[config.mk]
export PLATFORM = sky130hd
export DESIGN_NAME = rtc_snapshot_decoder_unit
export DESIGN_NICKNAME = d
export VERILOG_FILES = /design/src/hw/rtl/rsd_pkg.sv /design/src/hw/rtl/rtc_snapshot_decoder_unit.sv /design/src/hw/rtl/rsd_decode.sv
export SDC_FILE = /design/constraint.sdc
export NUM_CORES = 1
export LEC_CHECK = 0
export ABC_AREA = 1
export BUFFER_PORTS_ARGS = -buffer_cell sky130_fd_sc_hd__buf_2
export CAP_MARGIN = 20
export CORE_MARGIN = 3
export CORE_UTILIZATION = 45
export DETAILED_ROUTE_END_ITERATION = 6
export PLACE_DENSITY = 0.68
export SYNTH_ARGS = -nofsm -noshare
export SYNTH_HDL_FRONTEND = slang
export SYNTH_SLANG_ARGS = --single-unit
[constraint.sdc]
create_clock -name clk -period 6.2 [get_ports clk]
set_input_delay 0.31 -clock clk [delete_from_list [all_inputs] [get_ports clk]]
set_output_delay 0.31 -clock clk [all_outputs]
set_load 0.02 [all_outputs]
[src/hw/rtl/rsd_pkg.sv]
// ----------------------------------------------------------------------------
// RTC snapshot decoder package
// Shared types, register B bit positions, calendar constants and the small
// helper functions used by the decode logic.
// ----------------------------------------------------------------------------
package rsd_pkg;

	// Register B bit positions and the PM flag bit of the hour byte.
	localparam int RSD_SB_BIN = 2;
	localparam int RSD_SB_H24 = 1;
	localparam int RSD_HOUR_PM = 7;

	localparam logic [3:0] RSD_BCD_MAX = 4'd9;
	localparam logic [7:0] RSD_PIVOT = 8'd80;
	localparam logic [7:0] RSD_CENT_LO = 8'd19;
	localparam logic [7:0] RSD_CENT_HI = 8'd99;
	localparam logic [6:0] RSD_CENT_1900 = 7'd19;
	localparam logic [6:0] RSD_CENT_2000 = 7'd20;
	localparam logic [13:0] RSD_YEAR_MIN = 14'd1900;
	localparam logic [13:0] RSD_YEAR_MAX = 14'd9999;
	localparam logic [7:0] RSD_HOUR12_MAX = 8'd12;
	localparam logic [7:0] RSD_HOUR_MAX = 8'd23;
	localparam logic [7:0] RSD_MINSEC_MAX = 8'd59;
	localparam logic [7:0] RSD_MONTH_MAX = 8'd12;

	typedef struct packed {
		logic [7:0] second_raw;
		logic [7:0] minute_raw;
		logic [7:0] hour_byte;
		logic [7:0] day_raw;
		logic [7:0] month_raw;
		logic [7:0] year_raw;
		logic [7:0] century_raw;
		logic [7:0] status_b;
	} rsd_raw_t;

	typedef struct packed {
		logic        valid_res;
		logic [13:0] full_year;
		logic [3:0]  month_out;
		logic [4:0]  day_out;
		logic [4:0]  hour_out;
		logic [5:0]  minute_out;
		logic [5:0]  second_out;
	} rsd_time_t;

	function automatic logic field_ok(input logic [7:0] b, input logic bin);
		return bin || ((b[3:0] <= RSD_BCD_MAX) && (b[7:4] <= RSD_BCD_MAX));
	endfunction

	// Tens digit times ten is formed as times eight plus times two.
	function automatic logic [7:0] field_val(input logic [7:0] b, input logic bin);
		logic [7:0] hi;
		hi = {4'd0, b[7:4]};
		return bin ? b : ((hi << 3) + (hi << 1) + {4'd0, b[3:0]});
	endfunction

	function automatic logic [4:0] month_len(input logic [3:0] m, input logic leap);
		logic [4:0] len;
		case (m)
			4'd1, 4'd3, 4'd5, 4'd7, 4'd8, 4'd10, 4'd12: len = 5'd31;
			4'd4, 4'd6, 4'd9, 4'd11: len = 5'd30;
			4'd2: len = leap ? 5'd29 : 5'd28;
			default: len = 5'd0;
		endcase
		return len;
	endfunction

endpackage

[src/hw/rtl/rtc_snapshot_decoder_unit.sv]
// ----------------------------------------------------------------------------
// RTC snapshot decoder unit
// Turns one raw CMOS clock snapshot into a checked calendar time.
// ----------------------------------------------------------------------------
// A request is held in the input register, decoded, and then held in the result
// register, from which its result is offered.
// Throughput: one request per cycle; a waiting result blocks new requests
// only once the input register holds an item as well.
// Reset clears both stage valid flags; the data registers are not reset.
module rtc_snapshot_decoder_unit
	import rsd_pkg::*;
(
	input  logic        clk,
	input  logic        arst_n,
	input  logic        s_axis_tvalid,
	output logic        s_axis_tready,
	// second_raw, minute_raw, hour_byte, day_raw, month_raw, year_raw, century_raw
	input  logic [55:0] s_axis_tdata,
	// status_b
	input  logic [7:0]  s_axis_tuser,
	output logic        m_axis_tvalid,
	input  logic        m_axis_tready,
	// full_year, month_out, day_out, hour_out, minute_out, second_out
	output logic [39:0] m_axis_tdata,
	// valid_res
	output logic [0:0]  m_axis_tuser
);

	logic      valid_s1;
	logic      valid_s2;
	rsd_raw_t  raw_s1;
	rsd_time_t res_s2;
	rsd_time_t res_d;
	logic      adv_s1;
	logic      adv_s2;

	assign adv_s2 = !valid_s2 || m_axis_tready;
	assign adv_s1 = !valid_s1 || adv_s2;
	assign s_axis_tready = adv_s1;

	always_ff @(posedge clk or negedge arst_n) begin
		if (!arst_n) begin
			valid_s1 <= 1'b0;
			valid_s2 <= 1'b0;
		end else begin
			if (adv_s1) begin
				valid_s1 <= s_axis_tvalid;
			end
			if (adv_s2) begin
				valid_s2 <= valid_s1;
			end
		end
	end

	always_ff @(posedge clk) begin
		if (adv_s1 && s_axis_tvalid) begin
			raw_s1.second_raw <= s_axis_tdata[7:0];
			raw_s1.minute_raw <= s_axis_tdata[15:8];
			raw_s1.hour_byte <= s_axis_tdata[23:16];
			raw_s1.day_raw <= s_axis_tdata[31:24];
			raw_s1.month_raw <= s_axis_tdata[39:32];
			raw_s1.year_raw <= s_axis_tdata[47:40];
			raw_s1.century_raw <= s_axis_tdata[55:48];
			raw_s1.status_b <= s_axis_tuser;
		end
		if (adv_s2 && valid_s1) begin
			res_s2 <= res_d;
		end
	end

	rsd_decode u_decode (
		.raw (raw_s1),
		.res (res_d)
	);

	assign m_axis_tvalid = valid_s2;
	assign m_axis_tuser = res_s2.valid_res;
	assign m_axis_tdata = {res_s2.second_out, res_s2.minute_out, res_s2.hour_out,
		res_s2.day_out, res_s2.month_out, res_s2.full_year};

	// An invalid result carries all-zero fields.
	a_zero_on_invalid: assert property (@(posedge clk) disable iff (!arst_n)
		m_axis_tvalid && !m_axis_tuser[0] |-> m_axis_tdata == 40'd0)
		else $error("invalid result with nonzero fields");

	// A valid result always lies inside the calendar range.
	a_range_on_valid: assert property (@(posedge clk) disable iff (!arst_n)
		m_axis_tvalid && m_axis_tuser[0] |->
		res_s2.month_out != 4'd0 && res_s2.month_out <= 4'd12 &&
		res_s2.day_out != 5'd0 && res_s2.hour_out <= 5'd23 &&
		res_s2.minute_out <= 6'd59 && res_s2.second_out <= 6'd59 &&
		res_s2.full_year >= RSD_YEAR_MIN && res_s2.full_year <= RSD_YEAR_MAX)
		else $error("valid result out of calendar range");

	// An accepted request occupies the input register on the next cycle.
	a_accept_fills_s1: assert property (@(posedge clk) disable iff (!arst_n)
		s_axis_tvalid && s_axis_tready |=> valid_s1)
		else $error("accepted request lost at input register");

	// A decoded item moves into the result register when that register frees.
	a_s1_moves_to_s2: assert property (@(posedge clk) disable iff (!arst_n)
		valid_s1 && adv_s2 |=> valid_s2)
		else $error("decoded item lost between stages");

endmodule

[src/hw/rtl/rsd_decode.sv]
// ----------------------------------------------------------------------------
// RTC snapshot decode
// Combinational decode of one raw snapshot: BCD or binary fields, 12- or
// 24-hour conversion, century resolution and the calendar range check.
// ----------------------------------------------------------------------------
module rsd_decode
	import rsd_pkg::*;
(
	input  rsd_raw_t  raw,
	output rsd_time_t res
);

	logic        bin;
	logic        h24;
	logic        pm;
	logic [7:0]  hr_m;
	logic        digits_ok;
	logic [7:0]  sec_v;
	logic [7:0]  min_v;
	logic [7:0]  hour_d;
	logic [7:0]  day_v;
	logic [7:0]  mon_v;
	logic [7:0]  yr_v;
	logic [7:0]  cen_v;
	logic        hr12_bad;
	logic [7:0]  hour_v;
	logic        cent_ok;
	logic [6:0]  cbase;
	logic [1:0]  yr_hund;
	logic [7:0]  yr_sub;
	logic [6:0]  yr_mod;
	logic [6:0]  cent_full;
	logic [13:0] year;
	logic        leap;
	logic        range_ok;
	logic        day_ok;
	logic        ok;

	always_comb begin
		bin = raw.status_b[RSD_SB_BIN];
		h24 = raw.status_b[RSD_SB_H24];
		pm = !h24 && raw.hour_byte[RSD_HOUR_PM];
		hr_m = h24 ? raw.hour_byte : {1'b0, raw.hour_byte[6:0]};

		digits_ok = field_ok(raw.second_raw, bin) && field_ok(raw.minute_raw, bin) &&
			field_ok(hr_m, bin) && field_ok(raw.day_raw, bin) &&
			field_ok(raw.month_raw, bin) && field_ok(raw.year_raw, bin);

		sec_v = field_val(raw.second_raw, bin);
		min_v = field_val(raw.minute_raw, bin);
		hour_d = field_val(hr_m, bin);
		day_v = field_val(raw.day_raw, bin);
		mon_v = field_val(raw.month_raw, bin);
		yr_v = field_val(raw.year_raw, bin);
		cen_v = field_val(raw.century_raw, bin);

		// Twelve o'clock maps to zero before the PM offset is applied.
		hr12_bad = !h24 && ((hour_d == 8'd0) || (hour_d > RSD_HOUR12_MAX));
		if (h24) begin
			hour_v = hour_d;
		end else begin
			hour_v = ((hour_d == RSD_HOUR12_MAX) ? 8'd0 : hour_d) +
				(pm ? RSD_HOUR12_MAX : 8'd0);
		end

		cent_ok = (raw.century_raw != 8'd0) && field_ok(raw.century_raw, bin) &&
			(cen_v >= RSD_CENT_LO) && (cen_v <= RSD_CENT_HI);
		if (cent_ok) begin
			cbase = cen_v[6:0];
		end else begin
			cbase = (yr_v >= RSD_PIVOT) ? RSD_CENT_1900 : RSD_CENT_2000;
		end

		// The year is cbase*100 + yr_v; a binary year byte can exceed 99, so the
		// hundreds it carries are split off for the leap test.
		if (yr_v >= 8'd200) begin
			yr_hund = 2'd2;
			yr_sub = yr_v - 8'd200;
		end else if (yr_v >= 8'd100) begin
			yr_hund = 2'd1;
			yr_sub = yr_v - 8'd100;
		end else begin
			yr_hund = 2'd0;
			yr_sub = yr_v;
		end
		yr_mod = yr_sub[6:0];
		cent_full = cbase + {5'd0, yr_hund};
		year = ({7'd0, cbase} * 14'd100) + {6'd0, yr_v};

		leap = ((year[1:0] == 2'd0) && (yr_mod != 7'd0)) ||
			((yr_mod == 7'd0) && (cent_full[1:0] == 2'd0));

		range_ok = (year >= RSD_YEAR_MIN) && (year <= RSD_YEAR_MAX) &&
			(mon_v != 8'd0) && (mon_v <= RSD_MONTH_MAX) && (hour_v <= RSD_HOUR_MAX) &&
			(min_v <= RSD_MINSEC_MAX) && (sec_v <= RSD_MINSEC_MAX);
		day_ok = (day_v != 8'd0) && (day_v <= {3'd0, month_len(mon_v[3:0], leap)});

		ok = digits_ok && !hr12_bad && range_ok && day_ok;

		res = '0;
		if (ok) begin
			res.valid_res = 1'b1;
			res.full_year = year;
			res.month_out = mon_v[3:0];
			res.day_out = day_v[4:0];
			res.hour_out = hour_v[4:0];
			res.minute_out = min_v[5:0];
			res.second_out = sec_v[5:0];
		end
	end

endmodule
# == Word level (Yosys, flattened, before mapping) ==
# Index checks and enable logic that the tools add are counted.
# totals
register_bits,102
word_cells,153
in_bits,68
# classes
mux,20
n_reduce_logical,56
multipliers,1
n_addsub,19
magnitude_cmp,27
eq_ne,13
# op_table
op,n
$mux W8,10
$add A7 B5 Y8,7
$add A8 B4 Y8,7
$le A4 B4 Y1 const B,14
$mux W41,1
$logic_and A1 B1 Y1,31
$reduce_bool A8 Y1,3
$mux W7,3
$eq A4 B4 Y1 const B,5
$eq A4 B3 Y1 const B,4
$ge A8 B7 Y1 const B,2
$le A8 B6 Y1 const B,2
$pmux W5 S3,1
$add A14 B8 Y14,1
$ge A14 B11 Y1 const B,1
$le A14 B14 Y1 const B,1
$sub A7 B7 Y7 const B,2
$mul A7 B5 Y12 const B,1
$logic_or A1 B1 Y1,11
$add A8 B8 Y8,1
$eq A4 B2 Y1 const B,2
$eq A8 B4 Y1 const B,1
$ge A8 B5 Y1 const B,1
$ge A8 B8 Y1 const B,1
18 further kinds,23

# == Longest topological paths before layout ==
# Gate-level depths: netlist (run 1).
# depth
word_depth,19
depth_mapped,40
ltp_nobuf,39

# == Hierarchy ==
# From an unflattened synthesis (run 1), not the netlist that was laid out.
# hier_totals
hier_cells,813
hier_area_um2,7542.2
# modules_own_cells
mod,seq_area_each_um2,n_inst,area_each_um2,cells_each
rsd_decode,0.0,1,4294.1,696
rtc_snapshot_decoder_unit,3203.1,1,3248.1,117

# == Worst setup path after synthesis (run 1) ==
# OpenSTA, ideal clock, no wires.
# synth_timing
kind,reg-to-reg
from,register raw_s1[19] (netlist bit)
to,register res_s2 (netlist bit m_axis_tdata[11]) (data pin)
setup_time_ns,0.261
synth_period_minus_slack_ns,6.096
arrival_ns,5.835
slack_ns,0.104
path_stages_with_launch,34
required_ns,5.939
path_cell_list,edfxtp_1 -> inv_1 -> fa_1 -> inv_1 -> fa_1 -> inv_1 -> o21ai_0 -> inv_1 -> ha_1 -> nand3_1 -> nand4_1 -> a21oi_1 -> nand2_1 -> nand2_2 -> inv_1 -> ha_1 -> ha_1 -> ha_1 -> inv_1 -> fa_1 -> inv_1 -> ha_1 -> a21oi_1 -> o21ai_0 -> a21oi_1 -> nor2_1 -> nand2_1 -> nor2_2 -> xor2_1 -> nor2_1 -> nand2_1 -> nand3_4 -> buf_6 -> nor2_1
# synth_between
elab_chain_len,16
word_cells_on_any_way,41
classes_between,add/sub: 5; mul: 1; order compare: 7; mux: 9; reduce/logical: 19
# synth_lines
item,line_no,rtl
from (decl),rtc_snapshot_decoder_unit.sv:31,rsd_raw_t raw_s1;
$add A8 B4 Y8,rsd_pkg.sv:55,"return bin ? b : ((hi << 3) + (hi << 1) + {4'd0, b[3:0]});"
$mux W8,rsd_pkg.sv:55,
$ge A8 B7 Y1,rsd_decode.sv:71,cbase = (yr_v >= RSD_PIVOT) ? RSD_CENT_1900 : RSD_CENT_2000;
$mux W3,rsd_decode.sv:71,
$mux W7,rsd_decode.sv:68,if (cent_ok) begin
$mul A7 B5 Y12,rsd_decode.sv:88,"year = ({7'd0, cbase} * 14'd100) + {6'd0, yr_v};"
$add A14 B8 Y14,rsd_decode.sv:88,
$ge A14 B11 Y1 / $le A14 B14 Y1 (equally long branches),rsd_decode.sv:93,range_ok = (year >= RSD_YEAR_MIN) && (year <= RSD_YEAR_MAX) &&
$logic_and A1 B1 Y1 (2 in a row),rsd_decode.sv:93,
$logic_and A1 B1 Y1 (3 in a row),rsd_decode.sv:94,(mon_v != 8'd0) && (mon_v <= RSD_MONTH_MAX) && (hour_v <= RSD_HOUR_MAX) &&
$logic_and A1 B1 Y1,rsd_decode.sv:95,(min_v <= RSD_MINSEC_MAX) && (sec_v <= RSD_MINSEC_MAX);
$logic_and A1 B1 Y1 (2 in a row),rsd_decode.sv:98,ok = digits_ok && !hr12_bad && range_ok && day_ok;
to (signal assigned),rtc_snapshot_decoder_unit.sv:67,res_s2 <= res_d;
to (decl),rtc_snapshot_decoder_unit.sv:32,rsd_time_t res_s2;
# Parallel ways exist; a longest one is shown, timed or not.
# A chain may end at the register's enable or synchronous reset.

# == Worst setup path in the final report (run 1) ==
# layout_timing
from,register raw_s1[19] (netlist bit)
to,register res_s2 (netlist bit m_axis_tdata[1]) (data pin)
# layout_between
elab_chain_len,16
word_cells_on_any_way,41
classes_between,add/sub: 5; mul: 1; order compare: 7; mux: 9; reduce/logical: 19
# layout_lines
item,line_no
$add A8 B4 Y8,rsd_pkg.sv:55
$mux W8,rsd_pkg.sv:55
$ge A8 B7 Y1,rsd_decode.sv:71
$mux W3,rsd_decode.sv:71
$mux W7,rsd_decode.sv:68
$mul A7 B5 Y12,rsd_decode.sv:88
$add A14 B8 Y14,rsd_decode.sv:88
$ge A14 B11 Y1 / $le A14 B14 Y1 (equally long branches),rsd_decode.sv:93
$logic_and A1 B1 Y1 (2 in a row),rsd_decode.sv:93
$logic_and A1 B1 Y1 (3 in a row),rsd_decode.sv:94
$logic_and A1 B1 Y1,rsd_decode.sv:95
$logic_and A1 B1 Y1,rsd_decode.sv:98
$logic_and A1 B1 Y1 (*),rsd_decode.sv:98
# Every way passes the cells marked *; elsewhere a longest branch is shown, timed or not.

==> results.md, run 1 <==
Cells and area:
- The fraction of layout cells with a size suffix above 1 is 25.7%.
- The top cell types in the final layout, fill and taps aside, are sky130_fd_sc_hd__nand2_1 (172), sky130_fd_sc_hd__inv_1 (126), sky130_fd_sc_hd__buf_2 (104).
- From synthesis to final layout, the design area changed by 20.6%.
- In the final design database the tool counted 1,152 nets.
- The most common cell after layout, fill and taps aside is sky130_fd_sc_hd__nand2_1.
- Cells fill 56.4% of the core in the end.
- The number of diodes added for antenna fixing is 0.
- After routing the design area is 0.00909 sq mm.

Setup path:
- The arrival time at the worst endpoint is 6.07 ns.
- The worst setup path is captured at a flop.
- The critical path starts at raw_s1[19].
- Along the worst path, the maximum fanout reaches 8.
- The launching point of the worst reg2reg path is raw_s1[19].
- The slowest stage cell on the critical path is sky130_fd_sc_hd__fa_1.
- The startpoint type of the worst setup path is a flop.
- Data on the critical path is required at its endpoint by 6.43 ns.
- The setup path with the least slack is of type flop to flop.
- The longest individual stage delay on the worst path is 0.54 ns.
- The flop-to-flop setup slack is 0.35 ns.
- The path depth of the worst reg2reg path is 33.
- The terminus of the critical flop-to-flop path is m_axis_tdata[1].
- Following the worst setup path forward leads to its endpoint at m_axis_tdata[1].

Placement:
- The HPWL after detailed placement is 11,900 microns.
- Routability-driven placement finished with a final weighted congestion of 0.852.
- Buffers placed on the I/O ports in this run total 104.
- At the placement stage, the worst setup path has a slack of -0.0162 ns.
- In this run the cell area measured after placement is 0.00840 sq mm.

STA:
- The hold violation count in the final report is 0.
- On the final layout, the worst clock skew is 0.0110 ns.
- The setup-violating endpoint count in the final report is 0.
- In this run the tightest slew margin relative to its limit is 49.9%.
- The tightest hold margin is 0.117 ns.
- The minimum clock period after layout is 5.85 ns.
- The actual slew at the worst max-slew pin is 0.752 ns.
- The final-report max-slew violation count is 0.
- The final critical-path setup slack is 0.355 ns.
- The total negative slack is 0 ns.
- The maximum operating frequency is 0.171 GHz.
- After layout, the worst path uses 94.3% of the clock period.

CTS:
- The number of clock sinks is 101.
- The CTS H-tree depth is 3.
- After clock tree synthesis, the clock-pin slew on the worst setup and hold paths is 0.07 ns.
- The TritonCTS clock tree is done.
- The clock reaches the later pin of the worst-skew pair after 0.36 ns.
- The clock tree root buffer cell is sky130_fd_sc_hd__clkbuf_16.
- The buffer depth of the longest clock path is 2.
- The number of clock buffers added by TritonCTS is 9.

Synthesis:
- The netlist uses 43 different library cells.
- The fraction of the yosys area taken by sequential cells is 40.1%.
- Counting flops and latches in the post-synthesis netlist gives 101.
- The synthesized area per cell is 9.06 sq um.
- Counting every instance in the synthesized netlist gives 832.
- The cell area after technology mapping is 0.00754 sq mm.
- The synthesis warning total is 0.
- The number of nets in the synthesized netlist is 1,012.

GRT:
- Entering global routing, the biggest net connects 59 pins.
- Global routing consumed, over all layers together, 17.4% of the routing resources.
- For this run, global-route usage on met2 was measured as 28.2%.
- The total congestion overflow after global routing is 0.
- The first global-routing pass estimated 25,600 microns of wire.
- The met1 layer usage reported by global route is 23.4%.
- In the global route stage, met3 resource usage came out at 3.79%.
- The global routing stage identified its most utilized layer as met2.
- The number of antenna violations at the first check in global routing is 0.
- The number of global-route vias before repair was 5,608.

Detailed routing:
- The detail-routed net length per standard cell is 13.4 microns.
- The first detailed-routing pass ran for 5 iterations.
- In this run, the number of DRC markers left after iteration 0 of detailed routing was 403.
- After detailed routing, the number of vias per cell comes to 4.92.
- The post-detailed-route count of antenna-violating nets is 0.
- The final route contains 5,866 vias.
- The sum of routed wire length over all layers is 16,000 microns.
- After detailed routing, the number of remaining DRC violations is 0.

Floorplan:
- From left edge to right edge, the die measures 135 microns.
- The core outline area is 0.0161 sq mm.
- The die span in y is 135 microns.
- The number of placement rows is 46.
- The initial utilization of the core area, before any placement, comes to 46.8%.
- The floorplan step defined a die boundary enclosing 0.0183 sq mm.
- The number of top-level design ports is 111.

Min path:
- The class of the tightest hold or removal check is primary input to flop.

Pwr:
- The largest vdd supply drop is 0.213 mV.
- For this design the static power due to leakage is 4.40 nW.
- The total power per unit cell area is 349 mW/mm^2.

Job:
- The max-capacitance violation count is 0.

Outcome:
- The flow ran to the end, and the final reports show no timing, DRC or antenna violations.
synth_stat cells, drive strengths merged:
cell    instances  share of area (%)
nand2         180                9.1
inv           139                6.9
edfxtp         99                 39
ha             94                 16
nor2           86                5.7
nand3          62                4.4
o21ai          41                2.9
a21oi          34                2.3
fa             18                4.8
buf            12                1.6
nand4          11               0.91
nor3           11               0.73
xor2           10                1.3
xnor2           8                1.0
o21a            6               0.61
mux2i           4               0.58
a22oi           3               0.43
nand3b          3               0.35
a21o            2               0.20
dfrtp           2               0.66
a31oi           1              0.083
nor4            1              0.083
o211ai          1               0.10
o21bai          1               0.10
o22ai           1              0.083
o31ai           1               0.10
or2             1              0.083
critical path: cells and delay by family, from the launching register on:
kind	cells	cell delay (ns)
buf+inv	8	0.60
simple gates	13	1.48
xor+xnor	1	0.14
compound gates	3	0.39
flops	1	0.36
fa+ha+maj	8	2.72
cell families after synthesis:
logic type / Yosys count / share of synthesized area (%)
simple gates: 355 / 21.3
buf+inv: 151 / 8.48
fa+ha+maj: 112 / 20.4
flops: 101 / 40.1
compound gates: 91 / 6.84
xor+xnor: 18 / 2.29
mux: 4 / 0.581
sequential cells by signal, indices dropped and copies added, names as in the netlist:
name,cells
m_axis_tvalid,1
m_axis_tuser,1
valid_s1,1
m_axis_tdata,40
raw_s1,58
timing repair:
| action | 4_1_cts | 5_1_grt |
|---|---|---|
| hold buffers | 1 | 0 |
| resized for setup | 1 | 41 |
| endpoints found under the hold margin | 2 | 0 |
| gates cloned | 0 | 6 |
| pin swaps | 0 | 30 |
| setup buffers | 0 | 10 |
| endpoints found under the setup margin | 13 | 41 |
layer usage:
metal / vias up / wire, microns / part of all wire [%]
met1: 2656 / 7460 / 47
met3: 22 / 935 / 5.8
met5: - / 0 / 0
met2: 143 / 7330 / 46
li1: 3045 / - / -
met4: 0 / 290 / 1.8
report_power, final:
part / leakage (nW) / switching [mW] / internal (mW)
registers: 0.986 / 0.0370 / 0.816
logic: 3.27 / 1.01 / 0.720
clock network: 0.144 / 0.273 / 0.319
how the worst min path moves through the flow:
stage / depth (start not counted) / to / start
after global placement: 1 / m_axis_tvalid / arst_n
after CTS: 1 / raw_s1[33] / s_axis_tdata[25]
after global routing: 1 / raw_s1[62] / s_axis_tdata[6]
final: 1 / raw_s1[57] / s_axis_tdata[1]
after detailed placement: 1 / valid_s1 / arst_n
after floorplan: 0 / m_axis_tvalid / arst_n
cell type report:
class                      instances  area (sq um)
fill                            1413          7030
clock buffer                       9           225
multi-input combinational        580          4060
timing repair buffer             141           903
sequential                       101          3020
clock inverter                     7          80.1
tap                              216           270
inverter                         139           524
metrics by stage:
stage,std cells,power (mW)
global route,1193,3.46
floorplan,832,2.00
detailed placement,1160,2.37
CTS,1177,2.97
global placement,1160,2.34
finish,1193,3.17
(Power assumes the default switching activity.)
==> run 2, diff against run 1 <==
CAP_MARGIN = default   (was 20)
CORE_ASPECT_RATIO = 1.5   (was default)
==> run 2 against run 1 <==
  * Register-to-register slack worse by 0.02 ns
  * Critical path type unchanged
  * Flip-flop and latch count unchanged
  * Critical path depth unchanged
  * Final cell count about the same
  * Count of clock-buffer cells in the layout up 1
  * Combinational power up 9%
  * Largest power group unchanged
==> results.md, run 2 (synthesis results as in run 1) <==
CTS:
- The root buffer cell chosen for the clock tree is sky130_fd_sc_hd__clkbuf_16.
- The CTS H-tree depth is 3.
- No sink is reached through more buffers than the 2 on the longest clock path.
- Clock tree synthesis inserted a total of 9 buffers.
- The clock net in this run drives a total of 101 sinks.
- The latest clock arrival within the worst-skew pair is 0.35 ns.
- TritonCTS built the clock tree.
- The clock transition at the registers of the reported paths is 0.07 ns.

STA:
- Dividing the final minimum period by the clock period gives 94.6%.
- The setup clock skew after layout is 0.00856 ns.
- The hold violation count in the final report came to 0.
- The actual slew at the worst max-slew pin is 0.661 ns.
- For this run, the top clock speed supported by timing is 0.171 GHz.
- The relative max-transition margin is 55.9%.
- Setup violations remaining at the end of the flow were counted as 0.
- After layout, the minimum clock period comes to 5.86 ns.
- In the final timing run, aggregate negative setup slack is 0 ns.
- The final-report max-slew violation count is 0.

Cells and area:
- The final cell utilization of the core is 55.7%.
- After filler insertion, the fill cell instance count of the layout stands at 1,454.
- The area of all sequential standard cells is 0.00302 sq mm.
- The most common cell after layout, fill and taps aside is sky130_fd_sc_hd__nand2_1.
- In the final layout, the share of cells above drive strength 1 is 26.2%.
- The final net count is 1,164.
- The largest register by flop count is raw_s1.
- The multi-input logic area is 0.00407 sq mm.
- The count of placed standard cells in the final layout, fillers left out is 1,194.
- The number of flip-flops under the largest register name is 58.
- Leaving out fill and tap cells, the most frequent cells in the layout are sky130_fd_sc_hd__nand2_1 (173), sky130_fd_sc_hd__inv_1 (126), sky130_fd_sc_hd__buf_2 (104).
- The area growth from synthesis to final layout is 20.6%.
- 0 antenna diodes ended up in the layout.

Pwr:
- In this run the static leakage power is 4.42 nW.
- The sum of internal, switching and leakage power is 3.26 mW.
- The net switching power is 1.35 mW.
- The share of power burned in registers is 26.1%.
- The total power per unit cell area is 359 mW/mm^2.
- Net switching is 41.2% of the power.
- The combinational share of power is 57.9%.
- The clock network burns 16.0% of the power.
- IR analysis of the VDD net gives a maximum drop of 0.267 mV.
- The internal power component is 1.92 mW.

Detailed routing:
- The amount of wire on met2 after detailed routing is 8660 microns.
- In the routed layout, each cell is associated on average with a via count of 4.97.
- The total length of routed met3 wires is 730 microns.
- The count of nets left with antenna violations once routing finished came out at 0.
- The via total after detailed routing is 5,932.
- The highest layer used for signal routing is met4.
- The detail-routed net length per standard cell is 13.5 microns.
- The routed design has 16,100 microns of wire.
- In this run, the number of DRC markers left after iteration 0 of detailed routing was 287.
- The length of routed wiring on met1 is 6390 microns.
- The count of TritonRoute iterations in the first routing pass is 6.
- The number of design rule violations left after detail routing is 0.

Floorplan:
- The number of top-level design ports is 111.
- The initial core utilization is 46.2%.
- The full die area is 0.0184 sq mm.
- The width of the die is 112 microns.
- The floorplan has 57 rows.
- The region available for standard cell placement spans 0.0163 sq mm.
- Measured along the y axis, the die boundary spans 165 microns.

Setup path:
- Data on the critical path is required at its endpoint by 6.30 ns.
- The arrival time at the worst endpoint is 5.97 ns.
- The longest individual stage delay on the worst path is 0.55 ns.
- The startpoint type of the worst setup path is a flop.
- The largest fanout on the critical path is 7.
- The kind of capture point of the worst setup path is a flop.
- By startpoint and endpoint, the worst setup path is classified as flop to flop.
- Among the stages of the critical path, the cell type that occurs most often is sky130_fd_sc_hd__ha_4.
- The slowest stage cell on the critical path is sky130_fd_sc_hd__fa_1.

Placement:
- In this run the tool buffered the top-level ports with 104 buffer cells.
- The final HPWL from detailed placement is 12,400 microns.
- The placer's final routability congestion estimate is 0.877.
- The placed cell count is 1,160.

Outcome:
- The flow ran to the end, and the final reports show no timing, DRC or antenna violations.

GRT:
- The number of antenna violations at the first check in global routing was 0.
- The first global-routing pass estimated 25,700 microns of wire.
- Entering global routing, the biggest net connects 53 pins.
- The aggregate global-route resource usage is 17.4%.
- After global routing the overflow that remains totals 0.
- The number of global-route vias before repair is 5,664.

Min path:
- The class of the tightest hold or removal check is primary input to flop.

Job:
- The max-capacitance violation count is 0.
-- run 2: changes by cell type in the layout (fill, tap and decap cells not counted), moves of 2 or more --
cell,change
sky130_fd_sc_hd__ha_1,+2
sky130_fd_sc_hd__clkinv_2,+2
sky130_fd_sc_hd__nor2_2,+2
sky130_fd_sc_hd__a21oi_1,+2
sky130_fd_sc_hd__buf_4,+11
sky130_fd_sc_hd__a21oi_2,-2
sky130_fd_sc_hd__buf_6,+2
sky130_fd_sc_hd__nor2_1,-2
sky130_fd_sc_hd__clkbuf_16,-2
sky130_fd_sc_hd__inv_8,-2
-- run 2: per-stage QoR --
stage / hold WS, ns / setup WS [ns] / instance area [sq um]
after CTS: 0.117 / 0.00728 / 8740
after floorplan: 0.0144 / 0.104 / 7540
final: 0.127 / 0.335 / 9090
after global placement: 0.0970 / 0.116 / 8460
after global routing: 0.114 / -0.00510 / 9090
after detailed placement: 0.0977 / 0.0470 / 8460
-- run 2: layer usage --
layer | GRT usage, % | vias up
met5 | 0 | -
met4 | 5.70 | 0
met3 | 2.86 | 26
met2 | 32.8 | 127
met1 | 19.8 | 2718
li1 | - | 3061
-- run 2: power groups by stage --
stage               Combinational (mW)  Sequential [mW]  Clock (mW)
floorplan                         1.11            0.893           0
global placement                  1.55            0.864           0
detailed placement                1.57            0.865           0
CTS                               1.58            0.850       0.537
global route                      2.13            0.856       0.564
finish                            1.89            0.850       0.523
-- run 2: area by class of cell --
class / count / area share (%)
Multi-Input combinational cell: 581 / 44.7
Sequential cell: 101 / 33.2
Timing Repair Buffer: 152 / 10.5
Inverter: 139 / 5.77
Tap cell: 206 / 2.83
Clock buffer: 10 / 2.52
Clock inverter: 5 / 0.385
-- run 2: worst max-delay path: cells and delay by family, from the launching register on --
| family | cells | cell delay (ns) |
|---|---|---|
| compound gates | 2 | 0.29 |
| flops | 1 | 0.43 |
| buf+inv | 8 | 0.66 |
| xor+xnor | 1 | 0.18 |
| fa+ha+maj | 9 | 2.71 |
| simple gates | 13 | 1.32 |
-- run 2: path summary, 6_finish.rpt --
| kind | start | endpoint | slack, ns | cells after the start |
|---|---|---|---|---|
| setup reg to reg | raw_s1[18] | m_axis_tdata[30] | 0.34 | 33 |
| hold reg to reg | valid_s1 | m_axis_tvalid | 0.54 | 2 |
| min in group asynchronous | arst_n | valid_s1 | 0.27 | 2 |
| setup / recovery | raw_s1[18] | m_axis_tdata[30] | 0.34 | 33 |
| hold / removal | s_axis_tdata[14] | raw_s1[54] | 0.13 | 1 |
| max in group asynchronous | arst_n | m_axis_tvalid | 5.84 | 2 |
-- run 2: timing repair --
action,4_1_cts,5_1_grt
hold buffers,1,0
setup endpoints to repair,0,41
resized for setup,0,44
buffers inserted,0,15
endpoints found under the hold margin,2,0
==> run 3, diff against run 2 <==
--- a/config.mk
+++ b/config.mk
@@ -17 +17,2 @@
 export SYNTH_SLANG_ARGS = --single-unit
+export TNS_END_PERCENT = 5
==> constraint.sdc (replaced) <==
create_clock -name clk -period 6.2 [get_ports clk]
set_input_delay 0.62 -clock clk [delete_from_list [all_inputs] [get_ports clk]]
set_output_delay 0.62 -clock clk [all_outputs]
set_load 0.02 [all_outputs]
==> run 3 against run 2 <==
  * Final cell count shrank 0.92%
  * Setup slack improved by 0.045 ns
  * Sequential power barely moved
  * Clock skew rose by 0.0010 ns
  * Register-to-register slack improved by 0.05 ns
  * Total power decreased by 2.2%
  * Sequential share of layout area grew 0.13 points
  * Global-route usage rose by 0.095 points
==> results.md, run 3 (synthesis results as in run 1) <==
Outcome:
- The run finished with clean final reports.

Cells and area:
- The final net count is 1,152.
- The number of diodes added for antenna fixing is 0.
- Leaving out fill and tap cells, the most frequent cell in the layout is sky130_fd_sc_hd__nand2_1.
- Relative to the synthesized area, the layout overhead comes to 20.1%.
- Once layout is done, the placed cells without fillers occupy 0.00906 sq mm.
- The fraction of layout cells with a size suffix above 1 is 26.0%.
- The register with the most flip-flops in the layout has 58 of them.
- The layout has 1,442 filler cells.
- The largest register by flop count is raw_s1.
- In the layout the commonest cells are sky130_fd_sc_hd__nand2_1 (171), sky130_fd_sc_hd__inv_1 (124), sky130_fd_sc_hd__buf_2 (104).

Detailed routing:
- Summed over all layers, the routed wires come to 15,900 microns.
- In this run the remaining antenna-violating nets after routing total 0.
- The detailed router placed 5,877 vias in this run.
- Before antenna repair, the detailed router went through 5 iterations.
- The detail-routed via count per cell is 4.97.
- After the first detailed-routing iteration, the DRC count stood at 216.
- In the routed design, unresolved DRC markers number 0.
- In the final routed layout, each cell accounts on average for 13.5 microns.

Setup path:
- The startpoint type of the worst setup path is a flop.
- The launching point of the worst reg2reg path is raw_s1[22].
- STA puts the critical path data required time at 6.30 ns.
- Tracing the worst setup path back leads to its startpoint at raw_s1[22].
- The worst setup path category is flop to flop.
- The worst setup path is captured at a flop.
- The longest individual stage delay on the worst path is 0.55 ns.
- Along the worst path, the maximum fanout reaches 7.
- Measured in cells, the most critical reg-to-reg path has a length of 35.
- By instance count, the cell type seen most on the critical path is sky130_fd_sc_hd__inv_2.
- For the worst setup path, the data arrival time is 5.92 ns.
- The slowest stage cell on the critical path is sky130_fd_sc_hd__fa_2.

STA:
- After layout, the minimum clock period comes to 5.82 ns.
- The hold violation count in the final report came to 0.
- For this run, the top clock speed supported by timing is 0.172 GHz.
- The actual slew at the worst max-slew pin is 0.678 ns.
- The setup-violating endpoint count in the final report is 0.
- On the final layout, the worst clock skew is 0.00960 ns.
- The final-report max-slew violation count is 0.
- The share of the cycle needed by the critical path after routing is 93.9%.
- Headroom to the max-slew limit came out at 54.8%.
- In the post-route analysis, the smallest setup slack over all paths is 0.380 ns.

GRT:
- The number of antenna violations at the first check in global routing was 0.
- Summed over all layers, the global routing overflow is 0.
- The first global-routing pass estimated 26,100 microns of wire.
- The number of global-route vias before repair came to 5,788.
- The aggregate global-route resource usage is 17.4%.
- The pin count of the biggest net entering global routing is 54.

CTS:
- The buffer depth of the longest clock path is 2.
- At the later pin of the worst-skew pair, clock insertion delay measures 0.35 ns.
- In this run the clock root is driven by a sky130_fd_sc_hd__clkbuf_16.
- CTS built an H-tree with a depth of 3.
- The clock drives 101 sinks.
- The count of hold-fix buffers inserted at cts is 0.
- The TritonCTS buffer count is 9.
- The TritonCTS clock tree is done.
- The clock transition at the registers of the reported paths is 0.07 ns.

Pwr:
- The sum of internal, switching and leakage power is 3.19 mW.
- The power share of the clock group is 19.4%.
- Power spread over the standard cell area amounts to 352 mW/mm^2.
- In this run the static leakage power is 4.41 nW.
- Sequential cells account for 26.6% of the total power.
- Net switching is 40.3% of the power.
- The largest vdd supply drop is 0.252 mV.
- The combinational share of power is 54.0%.
- The internal power component is 1.90 mW.
- In this run the power spent charging and discharging nets is 1.29 mW.

Floorplan:
- The die covers 0.0184 sq mm.
- The core region is 0.0163 sq mm.
- The initial utilization of the core area, before any placement, comes to 46.2%.
- Measured along the y axis, the die boundary spans 165 microns.
- In this run the horizontal extent of the chip is 112 microns.
- The number of placement rows is 57.
- The number of top-level design ports is 111.

Placement:
- The placer's final routability congestion estimate is 0.867.
- The standard cell area after detailed placement is 0.00845 sq mm.
- The worst slack after detailed placement is 0.0568 ns.
- Port buffering added 104 buffers.
- The final HPWL from detailed placement is 12,300 microns.

Min path:
- In this run the worst hold path is classified as primary input to asynchronous set/reset pin.

Job:
- The max-capacitance violation count is 0.
run 3: changes by cell type in the layout (fill, tap and decap cells not counted), sizes merged:
| cell | before | now |
|---|---|---|
| bufinv | 0 | 2 |
| nand3 | 63 | 62 |
| dlygate4sd3 | 1 | 0 |
| clkinvlp | 1 | 0 |
| buf | 149 | 139 |
run 3: path summary, 6_finish.rpt:
kind,slack [ns],to
max,0.38,m_axis_tdata[38]
min,0.05,m_axis_tvalid
max reg2reg,0.38,m_axis_tdata[38]
min reg2reg,0.54,m_axis_tvalid
max in group asynchronous,6.06,valid_s1
min in group clk,0.44,raw_s1[53]
run 3: layout make-up:
cell class	instances	area (sq um)	share of cell area [%]
Multi-Input combinational cell	580	4060	44.8
Sequential cell	101	3020	33.4
Timing Repair Buffer	141	875	9.66
Inverter	139	524	5.79
Tap cell	206	258	2.85
Clock buffer	10	229	2.53
Clock inverter	6	93.8	1.04
run 3: critical path: cells and delay by family, from the launching register on:
family                     cells  cell delay, ns
adders and majority gates      8            2.72
and+or+nand+nor               15            1.50
buffers and inverters         10            0.68
DFF                            1            0.36
AOI/OAI and AO/OA              2            0.31
run 3: per-layer routing:
layer  global-route usage, %  vias up  wire length [microns]
met5                       0        -                      0
met4                    5.48        0                    374
met3                    3.04       30                    656
met2                    32.9      135                   8490
met1                    19.9     2676                   6400
li1                        -     3036                      -
run 3: power by group through the flow:
stage | combinational [mW] | sequential (mW) | clock (mW)
2_1_floorplan | 1.11 | 0.893 | 0
3_3_place_gp | 1.52 | 0.863 | 0
3_5_place_dp | 1.55 | 0.864 | 0
4_1_cts | 1.55 | 0.849 | 0.634
5_1_grt | 1.98 | 0.856 | 0.660
6_report | 1.72 | 0.849 | 0.618
run 3: timing repair:
item                       in CTS  in global routing
gates resized for setup         0                 44
setup endpoints to repair       0                 41
setup buffers                   0                  8
run 3: stage by stage:
step / cells / util [%] / TNS [ns] / hold WS (ns)
3_5_place_dp: 1157 / 51.8 / 0 / 0.408
6_report: 1183 / 55.5 / 0 / 0.0451
3_3_place_gp: 1157 / 51.8 / 0 / 0.406
2_1_floorplan: 832 / - / 0 / 0.324
5_1_grt: 1183 / 55.5 / -0.125 / 0.0296
4_1_cts: 1173 / 53.7 / 0 / 0.0343
